===== config.mk =====
export PLATFORM = sky130hd
export DESIGN_NAME = endpoint_transfer_descriptor_queue_top
export DESIGN_NICKNAME = d
export VERILOG_FILES = /design/src/etdq_pkg.sv /design/src/etdq_front.sv /design/src/etdq_back.sv /design/src/endpoint_transfer_descriptor_queue_top.sv
export SDC_FILE = /design/constraint.sdc
export NUM_CORES = 2
export LEC_CHECK = 0
export BUFFER_PORTS_ARGS = -buffer_cell sky130_fd_sc_hd__buf_2
export CAP_MARGIN = 20
export CORE_MARGIN = 5
export CORE_UTILIZATION = 65
export DETAILED_ROUTE_END_ITERATION = 6
export GPL_TIMING_DRIVEN = 0
export HOLD_SLACK_MARGIN = 0.12
export PLACE_DENSITY = 0.82
export SLEW_MARGIN = 20
export SYNTH_ARGS = -nofsm -noshare
export SYNTH_HDL_FRONTEND = slang
export SYNTH_SLANG_ARGS = --single-unit
export TNS_END_PERCENT = 50

===== constraint.sdc =====
create_clock -name clk_i -period 15.75 [get_ports clk_i]
set_input_delay 0.7875 -clock clk_i [delete_from_list [all_inputs] [get_ports clk_i]]
set_output_delay 0.7875 -clock clk_i [all_outputs]
set_load 0.02 [all_outputs]

===== src/etdq_pkg.sv =====
// Shared types and constants for the transfer descriptor queue.
`timescale 1ns / 1ps
`default_nettype none
package etdq_pkg;
  localparam int unsigned Descriptors = 16;
  localparam int unsigned Endpoints = 8;
  localparam int unsigned MaxResults = 16;
  localparam int unsigned DW = $clog2(Descriptors + 1);
  localparam int unsigned DIW = $clog2(Descriptors);
  localparam int unsigned EW = $clog2(Endpoints);
  localparam logic [DW-1:0] EndMark = DW'(Descriptors);

  typedef enum logic [1:0] {
    OpEnqueue = 2'd0,
    OpStatus = 2'd1,
    OpComplete = 2'd2,
    OpFlush = 2'd3
  } op_e;

  typedef enum logic [1:0] {
    KindEnqueue = 2'd0,
    KindRetired = 2'd1,
    KindNone = 2'd2
  } kind_e;

  typedef struct packed {
    logic [1:0] op;
    logic [2:0] endpoint;
    logic [3:0] descriptor;
    logic [14:0] length;
    logic [31:0] buffer_address;
    logic [7:0] callback_tag;
    logic [14:0] remaining;
    logic active;
  } cmd_t;
endpackage
`default_nettype wire


===== src/etdq_front.sv =====
// Front end: latch commands, drop those out of range, feed the command queue.
`timescale 1ns / 1ps
`default_nettype none
module etdq_front import etdq_pkg::*; (
  input  wire logic clk_i,
  input  wire logic rst_ni,
  input  wire logic start_i,
  input  cmd_t      cmd_i,
  output logic      busy_o,
  output logic      cmd_valid_o,
  output cmd_t      cmd_o,
  input  wire logic cmd_pop_i
);
  // two-entry queue
  cmd_t mem_q [2];
  logic wp_q, rp_q;
  logic [1:0] cnt_q;
  logic keep;
  logic push;

  always_comb begin
    keep = 1'b1;
    if (cmd_i.op == OpStatus) begin
      if (32'(cmd_i.descriptor) >= Descriptors) keep = 1'b0;
    end else if (32'(cmd_i.endpoint) >= Endpoints) begin
      keep = 1'b0;
    end
  end

  assign busy_o = (cnt_q == 2'd2);
  assign push = start_i && !busy_o && keep;
  assign cmd_valid_o = (cnt_q != 2'd0);
  assign cmd_o = mem_q[rp_q];

  always_ff @(posedge clk_i) begin
    if (push) mem_q[wp_q] <= cmd_i;
  end

  always_ff @(posedge clk_i or negedge rst_ni) begin
    if (!rst_ni) begin
      wp_q <= 1'b0;
      rp_q <= 1'b0;
      cnt_q <= 2'd0;
    end else begin
      if (push) wp_q <= ~wp_q;
      if (cmd_pop_i) rp_q <= ~rp_q;
      cnt_q <= cnt_q + 2'(push) - 2'(cmd_pop_i);
    end
  end

  assert property (@(posedge clk_i) disable iff (!rst_ni) cmd_pop_i |-> cmd_valid_o)
    else $error("pop from empty queue");
  assert property (@(posedge clk_i) disable iff (!rst_ni) cnt_q != 2'd3)
    else $error("queue overflow");
  assert property (@(posedge clk_i) disable iff (!rst_ni) busy_o |-> cmd_valid_o)
    else $error("busy with empty queue");
endmodule
`default_nettype wire


===== src/etdq_back.sv =====
// Back end: descriptor pool, endpoint queues and the retire/flush walk.
`timescale 1ns / 1ps
`default_nettype none
module etdq_back import etdq_pkg::*; (
  input  wire logic        clk_i,
  input  wire logic        rst_ni,
  input  wire logic        cmd_valid_i,
  input  cmd_t             cmd_i,
  output logic             cmd_pop_o,
  output logic             valid_o,
  output logic [1:0]       kind_o,
  output logic             status_o,
  output logic [3:0]       index_out_o,
  output logic [31:0]      token_o,
  output logic [31:0]      first_page_o,
  output logic [31:0]      prime_mask_o,
  output logic [14:0]      actual_length_o,
  output logic [7:0]       tag_out_o,
  output logic [2:0]       endpoint_out_o,
  output logic             last_o
);
  typedef enum logic [1:0] {
    StIdle,
    StWalk
  } state_e;

  state_e state_q;
  logic [DW-1:0] free_head_q;
  logic [DW-1:0] link_q [Descriptors];
  logic [DW-1:0] head_q [Endpoints];
  logic [DW-1:0] tail_q [Endpoints];
  logic [14:0] len_q [Descriptors];
  logic [7:0] tag_q [Descriptors];
  logic [14:0] rem_q [Descriptors];
  logic act_q [Descriptors];
  logic [$clog2(MaxResults+1)-1:0] n_q;
  logic [$clog2(Descriptors+1)-1:0] guard_q;
  logic flush_q;

  logic [EW-1:0] ep;
  logic [DW-1:0] hd, fd;
  logic [DIW-1:0] hi, fi, ti;
  assign ep = cmd_i.endpoint[EW-1:0];
  assign hd = head_q[ep];
  assign hi = hd[DIW-1:0];
  assign fd = free_head_q;
  assign fi = fd[DIW-1:0];
  assign ti = tail_q[ep][DIW-1:0];

  always_ff @(posedge clk_i) begin
    if (state_q == StIdle && cmd_valid_i && !cmd_pop_o) begin
      if (cmd_i.op == OpStatus) begin
        rem_q[cmd_i.descriptor[DIW-1:0]] <= cmd_i.remaining;
        act_q[cmd_i.descriptor[DIW-1:0]] <= cmd_i.active;
      end else if (cmd_i.op == OpEnqueue && fd != EndMark) begin
        len_q[fi] <= cmd_i.length;
        tag_q[fi] <= cmd_i.callback_tag;
        rem_q[fi] <= cmd_i.length;
        act_q[fi] <= 1'b1;
      end
    end
  end

  always_ff @(posedge clk_i or negedge rst_ni) begin
    if (!rst_ni) begin
      state_q <= StIdle;
      free_head_q <= '0;
      for (int i = 0; i < Descriptors; i++) link_q[i] <= DW'(i + 1);
      for (int i = 0; i < Endpoints; i++) begin
        head_q[i] <= EndMark;
        tail_q[i] <= EndMark;
      end
      n_q <= '0;
      guard_q <= '0;
      flush_q <= 1'b0;
      cmd_pop_o <= 1'b0;
      valid_o <= 1'b0;
      kind_o <= '0;
      status_o <= 1'b0;
      index_out_o <= '0;
      token_o <= '0;
      first_page_o <= '0;
      prime_mask_o <= '0;
      actual_length_o <= '0;
      tag_out_o <= '0;
      endpoint_out_o <= '0;
      last_o <= 1'b0;
    end else begin
      cmd_pop_o <= 1'b0;
      valid_o <= 1'b0;
      kind_o <= KindEnqueue;
      status_o <= 1'b0;
      index_out_o <= '0;
      token_o <= '0;
      first_page_o <= '0;
      prime_mask_o <= '0;
      actual_length_o <= '0;
      tag_out_o <= '0;
      endpoint_out_o <= cmd_i.endpoint;
      last_o <= 1'b0;
      unique case (state_q)
        StIdle: begin
          if (cmd_valid_i && !cmd_pop_o) begin
            unique case (cmd_i.op)
              OpStatus: cmd_pop_o <= 1'b1;
              OpEnqueue: begin
                cmd_pop_o <= 1'b1;
                valid_o <= 1'b1;
                last_o <= 1'b1;
                if (fd == EndMark) begin
                  status_o <= 1'b1;
                end else begin
                  free_head_q <= link_q[fi];
                  link_q[fi] <= EndMark;
                  if (tail_q[ep] != EndMark) link_q[ti] <= fd;
                  else head_q[ep] <= fd;
                  tail_q[ep] <= fd;
                  index_out_o <= 4'(fd);
                  token_o <= {1'b0, cmd_i.length, 16'h8080};
                  first_page_o <= {cmd_i.buffer_address[31:12], 12'h0} + 32'h1000;
                  prime_mask_o <= 32'(1) << ({2'b0, cmd_i.endpoint[2:1]}
                                  + (cmd_i.endpoint[0] ? 5'd16 : 5'd0));
                end
              end
              default: begin
                state_q <= StWalk;
                flush_q <= (cmd_i.op == OpFlush);
                n_q <= '0;
                guard_q <= '0;
              end
            endcase
          end
        end
        StWalk: begin
          if (flush_q) begin
            if (guard_q < ($clog2(Descriptors+1))'(Descriptors) && hd != EndMark) begin
              head_q[ep] <= link_q[hi];
              link_q[hi] <= free_head_q;
              free_head_q <= hd;
              guard_q <= guard_q + 1'b1;
            end else begin
              head_q[ep] <= EndMark;
              tail_q[ep] <= EndMark;
              state_q <= StIdle;
              cmd_pop_o <= 1'b1;
            end
          end else if (32'(n_q) < MaxResults && hd != EndMark && !act_q[hi]) begin
            // retire head; last is set when the next step would stop
            head_q[ep] <= link_q[hi];
            link_q[hi] <= free_head_q;
            free_head_q <= hd;
            n_q <= n_q + 1'b1;
            valid_o <= 1'b1;
            kind_o <= KindRetired;
            index_out_o <= 4'(hd);
            actual_length_o <= (len_q[hi] > rem_q[hi]) ? len_q[hi] - rem_q[hi] : '0;
            tag_out_o <= tag_q[hi];
            if (32'(n_q) + 1 >= MaxResults || link_q[hi] == EndMark
                || !(link_q[hi] == hd) && act_q[link_q[hi][DIW-1:0]]) begin
              last_o <= 1'b1;
              state_q <= StIdle;
              cmd_pop_o <= 1'b1;
              if (link_q[hi] == EndMark) tail_q[ep] <= EndMark;
            end
          end else begin
            if (hd == EndMark) tail_q[ep] <= EndMark;
            valid_o <= 1'b1;
            kind_o <= KindNone;
            last_o <= 1'b1;
            state_q <= StIdle;
            cmd_pop_o <= 1'b1;
          end
        end
        default: state_q <= StIdle;
      endcase
    end
  end

  assert property (@(posedge clk_i) disable iff (!rst_ni)
    valid_o && kind_o == KindEnqueue |-> last_o)
    else $error("enqueue answer without last");
  assert property (@(posedge clk_i) disable iff (!rst_ni)
    valid_o && status_o |-> index_out_o == 4'd0)
    else $error("no-free answer carries index");
  assert property (@(posedge clk_i) disable iff (!rst_ni)
    cmd_pop_o |=> !cmd_pop_o)
    else $error("double pop");
endmodule
`default_nettype wire


===== src/endpoint_transfer_descriptor_queue_top.sv =====
// Top level of the endpoint transfer descriptor queue.
`timescale 1ns / 1ps
`default_nettype none
// A command word is taken when start_i is high and busy_o low; a two-word
// queue decouples the command front from the descriptor back end, so up to
// two words wait while the back end works. The back end dispatches the word
// at the queue head at the edge after it arrives there, and pops it at the
// edge after its final step. With the queue empty, an enqueue answer is
// registered at the edge after the one that takes the word; an enqueue or a
// status write (which gives nothing) is popped right after its dispatch.
// A completion is dispatched, then walks the endpoint queue one descriptor
// per cycle and strobes one word per retired descriptor (at least one word,
// last_o on the final), then is popped. Flush walks the queue likewise but
// gives no words, frees each descriptor and is popped. Results appear for
// one cycle under valid_o; the receiver cannot stall them.
module endpoint_transfer_descriptor_queue_top import etdq_pkg::*; (
  input  wire logic        clk_i,
  input  wire logic        rst_ni,
  input  wire logic        start_i,
  output logic             busy_o,
  input  wire logic [1:0]  op_i,
  input  wire logic [2:0]  endpoint_i,
  input  wire logic [3:0]  descriptor_i,
  input  wire logic [14:0] length_i,
  input  wire logic [31:0] buffer_address_i,
  input  wire logic [7:0]  callback_tag_i,
  input  wire logic [14:0] remaining_i,
  input  wire logic        active_i,
  output logic             valid_o,
  output logic [1:0]       kind_o,
  output logic             status_o,
  output logic [3:0]       index_out_o,
  output logic [31:0]      token_o,
  output logic [31:0]      first_page_o,
  output logic [31:0]      prime_mask_o,
  output logic [14:0]      actual_length_o,
  output logic [7:0]       tag_out_o,
  output logic [2:0]       endpoint_out_o,
  output logic             last_o
);
  cmd_t cmd_in, cmd_q;
  logic cmd_valid, cmd_pop;

  assign cmd_in = '{op: op_i, endpoint: endpoint_i, descriptor: descriptor_i,
                    length: length_i, buffer_address: buffer_address_i,
                    callback_tag: callback_tag_i, remaining: remaining_i,
                    active: active_i};

  etdq_front u_front (
    .clk_i, .rst_ni, .start_i, .cmd_i(cmd_in), .busy_o,
    .cmd_valid_o(cmd_valid), .cmd_o(cmd_q), .cmd_pop_i(cmd_pop)
  );

  etdq_back u_back (
    .clk_i, .rst_ni, .cmd_valid_i(cmd_valid), .cmd_i(cmd_q), .cmd_pop_o(cmd_pop),
    .valid_o, .kind_o, .status_o, .index_out_o, .token_o, .first_page_o,
    .prime_mask_o, .actual_length_o, .tag_out_o, .endpoint_out_o, .last_o
  );
endmodule
`default_nettype wire

## Yosys cells after proc, flatten, opt, wreduce, memory -nomap -nowiden

Memory sizes are Yosys's and may differ from the RTL's.
Cells that the tools add are included.

| storage, ports and cells | value |
|---|---|
| memories | 5 |
| word-level logic and storage cells | 286 |
| register bits | 314 |
| RAM bits | 784 |

| operators by class | value |
|---|---|
| add/sub/neg operators | 8 |
| shift-type cells | 1 |
| bitwise operators | 15 |
| order comparisons | 12 |
| eq/ne operators | 26 |
| reductions and logical operators | 33 |
| mux-type cells | 134 |

Memory list:

| memory | words | width | read ports | clocked after memory_dff | write ports | line | text |
|---|---|---|---|---|---|---|---|
| u_back.len_q | 16 | 15 | 1 | 0 | 1 | etdq_back.sv:32 | `logic [14:0] len_q [Descriptors];` |
| u_back.rem_q | 16 | 15 | 1 | 0 | 1 | etdq_back.sv:34 | `logic [14:0] rem_q [Descriptors];` |
| u_front.mem_q | 2 | 80 | 1 | 0 | 1 | etdq_front.sv:15 | `cmd_t mem_q [2];` |
| u_back.tag_q | 16 | 8 | 1 | 0 | 1 | etdq_back.sv:33 | `logic [7:0] tag_q [Descriptors];` |
| u_back.act_q | 16 | 1 | 2 | 0 | 1 | etdq_back.sv:35 | `logic act_q [Descriptors];` |

Operators by type and width:

| kind | count |
|---|---|
| $mux 40 | 16 |
| $mux 80 | 7 |
| $mux 32 | 11 |
| $bwmux 80 | 2 |
| $pmux 40 s2 | 2 |
| $pmux 80 s2 | 1 |
| $mux 5 | 25 |
| $bwmux 40 | 3 |
| $mux 15 | 5 |
| $and 32x32->32 | 2 |
| $and 64x64->64 | 1 |
| $not 64->64 | 1 |
| $demux 5 s4 | 3 |
| $bmux 5 s4 | 2 |
| $add 32x13->32 const B | 1 |
| $ge 32x5->1 const B | 1 |
| $not 32->32 | 1 |
| $shl 1x5->32 const A | 1 |
| $mux 31 | 1 |
| $bmux 5 s3 | 2 |
| $pmux 5 s2 | 3 |
| $mux 4 | 7 |
| $mux 1 | 26 |
| $mux 8 | 3 |
| other kinds (46) | 102 |

## Depth between registers and ports, before layout

An unclocked memory read counts as a cell.

| logic depth | value |
|---|---|
| word-level depth | 17 |
| mapped depth | 30 |
| mapped depth without buffers | 24 |

## By module

From an unflattened synthesis, not the netlist that was laid out.

| unflattened totals | value |
|---|---|
| cells, all modules | 3578 |
| area total of the unflattened synthesis | 45962.8 um^2 |

By module, submodules not included:

| module | cells each | times used | area an instance (um^2) | sequential area each (um^2) |
|---|---|---|---|---|
| etdq_back | 3312 | 1 | 39595.5 | 25230.4 |
| etdq_front | 266 | 1 | 6367.4 | 4904.7 |

## Worst setup path after synthesis

OpenSTA, ideal clock, no wires.

| timing path | value |
|---|---|
| kind | register to register |
| from | register u_front.rp_q |
| to | register u_back.actual_length_o[10] |
| clock period less this slack | 6.106 ns |
| data arrival time | 6.033 ns |
| required time | 15.678 ns |
| library setup time | 0.072 ns |
| stages on the path, launching flop included | 31 |
| setup slack | 9.644 ns |
| path through | dfrtp_1 buf_4 nor2b_1 a21oi_4 inv_2 mux4_2 mux2i_1 buf_2 buf_2 clkbuf_1 clkbuf_1 buf_2 nand2_1 nand3_1 a31oi_1 mux2i_1 inv_1 ha_1 nor2b_1 o21ai_0 a21oi_1 o21ai_0 a21oi_1 o21ai_0 nand2b_1 a311oi_1 o41ai_1 nand3_1 a211o_1 clkbuf_1 nor2_1 |

RTL lines:

| element | line | text |
|---|---|---|
| from (decl) | etdq_front.sv:16 | `logic wp_q, rp_q;` |
| from (signal assigned) | etdq_front.sv:46 | `if (cmd_pop_i) rp_q <= ~rp_q;` |
| to (signal assigned) | etdq_back.sv:156 | `actual_length_o <= (len_q[hi] > rem_q[hi]) ? len_q[hi] - rem_q[hi] : '0;` |
| to (decl) | etdq_back.sv:17 | `output logic [14:0] actual_length_o,` |

==> summary.md <==
| Metric | Value |
|---|---|
| Worst slew margin | approximately an eighth |
| DR vias/cell | just under 7 |
| Critical Path RT | 16.25 ns |
| Slew @ Worst Pin | 1.31 ns |
| Synth top area share | approximately 51% |
| Global-route wire length before repair | between 200000 and 250000 um |
| Post-CTS Setup Inserts | 0 |
| CP most frequent cell | clkbuf_1 |
| Crit-path max cell delay | 0.75 ns |
| Fin util | 75.1% |
| GRT Overall Usage | roughly two fifths |
| Worst-path fanout max | 10 |
| CTS tree | done |
| Initial drt markers | approximately 6300 |
| Detail Route Antenna Nets | 0 |
| Die area | roughly 0.075 sq mm |
| Avg Cell Area, Syn | 12.2 sq um |
| HP Class | input port to register |
| Insertion delay to the later sink of the worst-skew pair | between 0.6 and 0.7 ns |
| Count leader, synth | nand2_1 |
| Reg area | between 0.02 and 0.03 sq mm |
| Drt pass-1 iters | 7 |
| FFs w/ async S/R, synth | about a quarter |
| Die Span X | between 200 and 300 um |
| DR vias | 34900 |
| Number of global-route vias before repair | 33400 |
| Worst-case hold path end point | u_front.mem_q[0][46]$_DFFE_PP_ |
| H-tree Lvls | 3 |
| Core area | a little under 0.07 sq mm |
| Cts hold-fix bufs | 1 |
| Row Count | 96 |
| Detailed placement HPWL | 105000 um |
| Nets@finish | 4161 |
| Final hold vios | 0 |
| Largest net degree at the start of global routing | 94 |
| Clk root buf | clkbuf_16 |
| Slowest stage cell, crit path | a311oi_1 |
| Starting Density | 65.6% |
| Setup Total Neg Slack | 0 ns |
| PortBufs | ~150 |
| Failing checks | DRC |
| Sequential area share after synthesis | between 60% and 70% |
| Min Clock Period, post-route | ~9.2 ns |
| CP Launch Type | register |
| Tcrit/Tclk final | approximately three fifths |
| RR Startpoint | u_front.mem_q[1][75]$_DFFE_PP_ |
| R2R Setup Slk | between 6 and 7 ns |
| Most common library cells after synthesis | nand2_1 (847), edfxtp_1 (760), dfrtp_1 (212) |
| TritonCTS Sinks | between 1000 and 1500 |
| Hold slack | roughly 0.3 ns |
| Pins Over Slew Limit | 0 |
| Post-synth EDFFs | 760 |
| Initial antenna violation count | 8 |
| Area of the multi-input gates | between 0.01 and 0.015 sq mm |
| Final GP Congestion | 1.07 |
| Drt drc | 95 |
| Status | finished, violations left |
| Fillers | ~4300 |
| Cells on worst reg2reg path | 28 |
| Data arrival time of the worst path | a little under 10 ns |
| Post-synth top area cell | edfxtp_1 |
| Synthesized cell area | ~0.045 sq mm |
| Worst Hold Depth | 1 |
| Post-CTS Resized | 0 |
| Crit end category | register |
| Worst r2r dst | u_back.actual_length_o[12]$_DFF_PN0_ |
| Final WL | about 150000 um |
| Maxcap violations | 0 |
| Final setup vio count | 0 |
| Synth unique cells | between 70 and 80 |
| Crit path kind | register to register |
| Share of cells above drive strength 1 | about 17% |
| Total CTS buffers | slightly below 100 |
| Die Height | approximately 270 um |
| FF+latch count, synth | 1021 |
| Hold Path Origin | buffer_address_i[22] |
| Routed length per instance | approximately 30 um |
| Synth area leaders | edfxtp_1 (51%), dfrtp_1 (12%), nand2_1 (7.1%), dfstp_2 (2.9%), mux2_2 (2.6%) |
| Total grt overflow | 0 |
| Final Cell Area | ~0.052 sq mm |
| Most common flop cell mapped by yosys | edfxtp_1 |
| Mapped Cells | between 3000 and 4000 |
| Ys Warns | 0 |
| RSZ-0062 raised after global routing | no |
| Longest Clk Path Bufs | 3 |
| CTS clk-pin slew, worst paths | around 0.060 ns |
| Area Growth Syn to Fin | 14.5% |
| Clock skew | ~0.020 ns |
| Fmax | ~110 MHz |
| Post-Place Cell Area | 0.0483 sq mm |
| Io pins | around 220 |
## area by class of cell
| class | instances | share of cell area (%) |
|---|---|---|
| diodes | 1 | 0.00485 |
| plain buffers | 293 | 2.58 |
| clock buffers | 133 | 5.34 |
| clock inverters | 51 | 0.997 |
| inverters | 34 | 0.247 |
| multi-input cells | 2405 | 28.4 |
| flip-flops and latches | 1021 | 57.0 |
| well taps | 931 | 2.26 |
| repair buffers | 203 | 3.18 |
## worst max-delay path by stage
stage	startpoint	end	slack [ns]	depth (start not counted)
5_1_grt	u_front.mem_q[1][76]$_DFFE_PP_	u_back.actual_length_o[13]$_DFF_PN0_	6.15	27
3_3_place_gp	u_front.mem_q[1][75]$_DFFE_PP_	u_back.actual_length_o[12]$_DFF_PN0_	7.06	28
2_1_floorplan	u_front.rp_q$_DFFE_PN0P_	u_back.actual_length_o[10]$_DFF_PN0_	9.64	30
6_report	u_front.mem_q[1][75]$_DFFE_PP_	u_back.actual_length_o[12]$_DFF_PN0_	6.51	28
4_1_cts	u_front.mem_q[1][76]$_DFFE_PP_	u_back.actual_length_o[13]$_DFF_PN0_	6.80	27
3_5_place_dp	u_front.mem_q[1][76]$_DFFE_PP_	u_back.actual_length_o[13]$_DFF_PN0_	6.90	27
## flip-flops by register name, indices dropped and copies added, names as in the netlist, 8 cells and up
name	count
u_back.len_q	240
u_back.tag_out_o	8
u_back.head_q	40
u_back.rem_q	240
u_back.tail_q	40
u_back.act_q	16
u_back.tag_q	128
u_back.prime_mask_o	8
u_front.mem_q	136
u_back.actual_length_o	15
u_back.first_page_o	20
u_back.link_q	80
u_back.token_o	16
## routing by layer
layer | GRT usage (%) | vias up | part of all wire [%]
met5 | 1.25 | - | 0.11
met4 | 20.0 | 8 | 6.4
met3 | 12.6 | 575 | 15
met2 | 58.2 | 3004 | 43
met1 | 54.0 | 16900 | 35
li1 | - | 14400 | -
## layout by cell type, fill, tap and decap left out, types with 58 or more instances in the layout
cell / synthesis / layout
nand2_1: 847 / 847
nor2_1: 156 / 125
mux2_2: 103 / 103
edfxtp_1: 760 / 760
o21ai_0: 97 / 97
dfrtp_1: 212 / 212
clkbuf_16: 0 / 101
clkbuf_1: 182 / 203
and3_1: 136 / 134
buf_4: 55 / 58
nand3_1: 155 / 155
buf_2: 18 / 169
a311oi_1: 124 / 124
mux2i_1: 80 / 80
a21oi_1: 116 / 116
## worst max-delay path: cells and delay by family, from the launching register on
| kind | cells | cell delay, ns |
|---|---|---|
| buffers and inverters | 8 | 3.87 |
| DFF | 1 | 0.42 |
| muxes | 2 | 0.68 |
| adders and majority gates | 1 | 0.21 |
| AOI/OAI and AO/OA | 12 | 3.12 |
| and+or+nand+nor | 5 | 0.74 |
## cells by family after synthesis
logic type / Yosys count / synth area share, %
AO/OA/AOI/OAI: 636 / 10.1
XOR/XNOR: 36 / 0.699
adder cells (fa/ha/maj): 21 / 0.600
buffers and inverters: 327 / 3.23
flip-flops: 1021 / 65.2
multiplexers: 224 / 6.13
other: 1 / 0.00832
AND/OR/NAND/NOR: 1437 / 14.0
## per-stage QoR
step                      setup WS (ns)  instances
after floorplan                    9.64       3753
after global placement             7.06       4835
after detailed placement           6.90       4886
after CTS                          6.80       5071
after global routing               6.15       5071
final                              6.51       5072
Power is not shown: default switching activity piles up to over one toggle a cycle in this logic, so the estimate is an artifact.
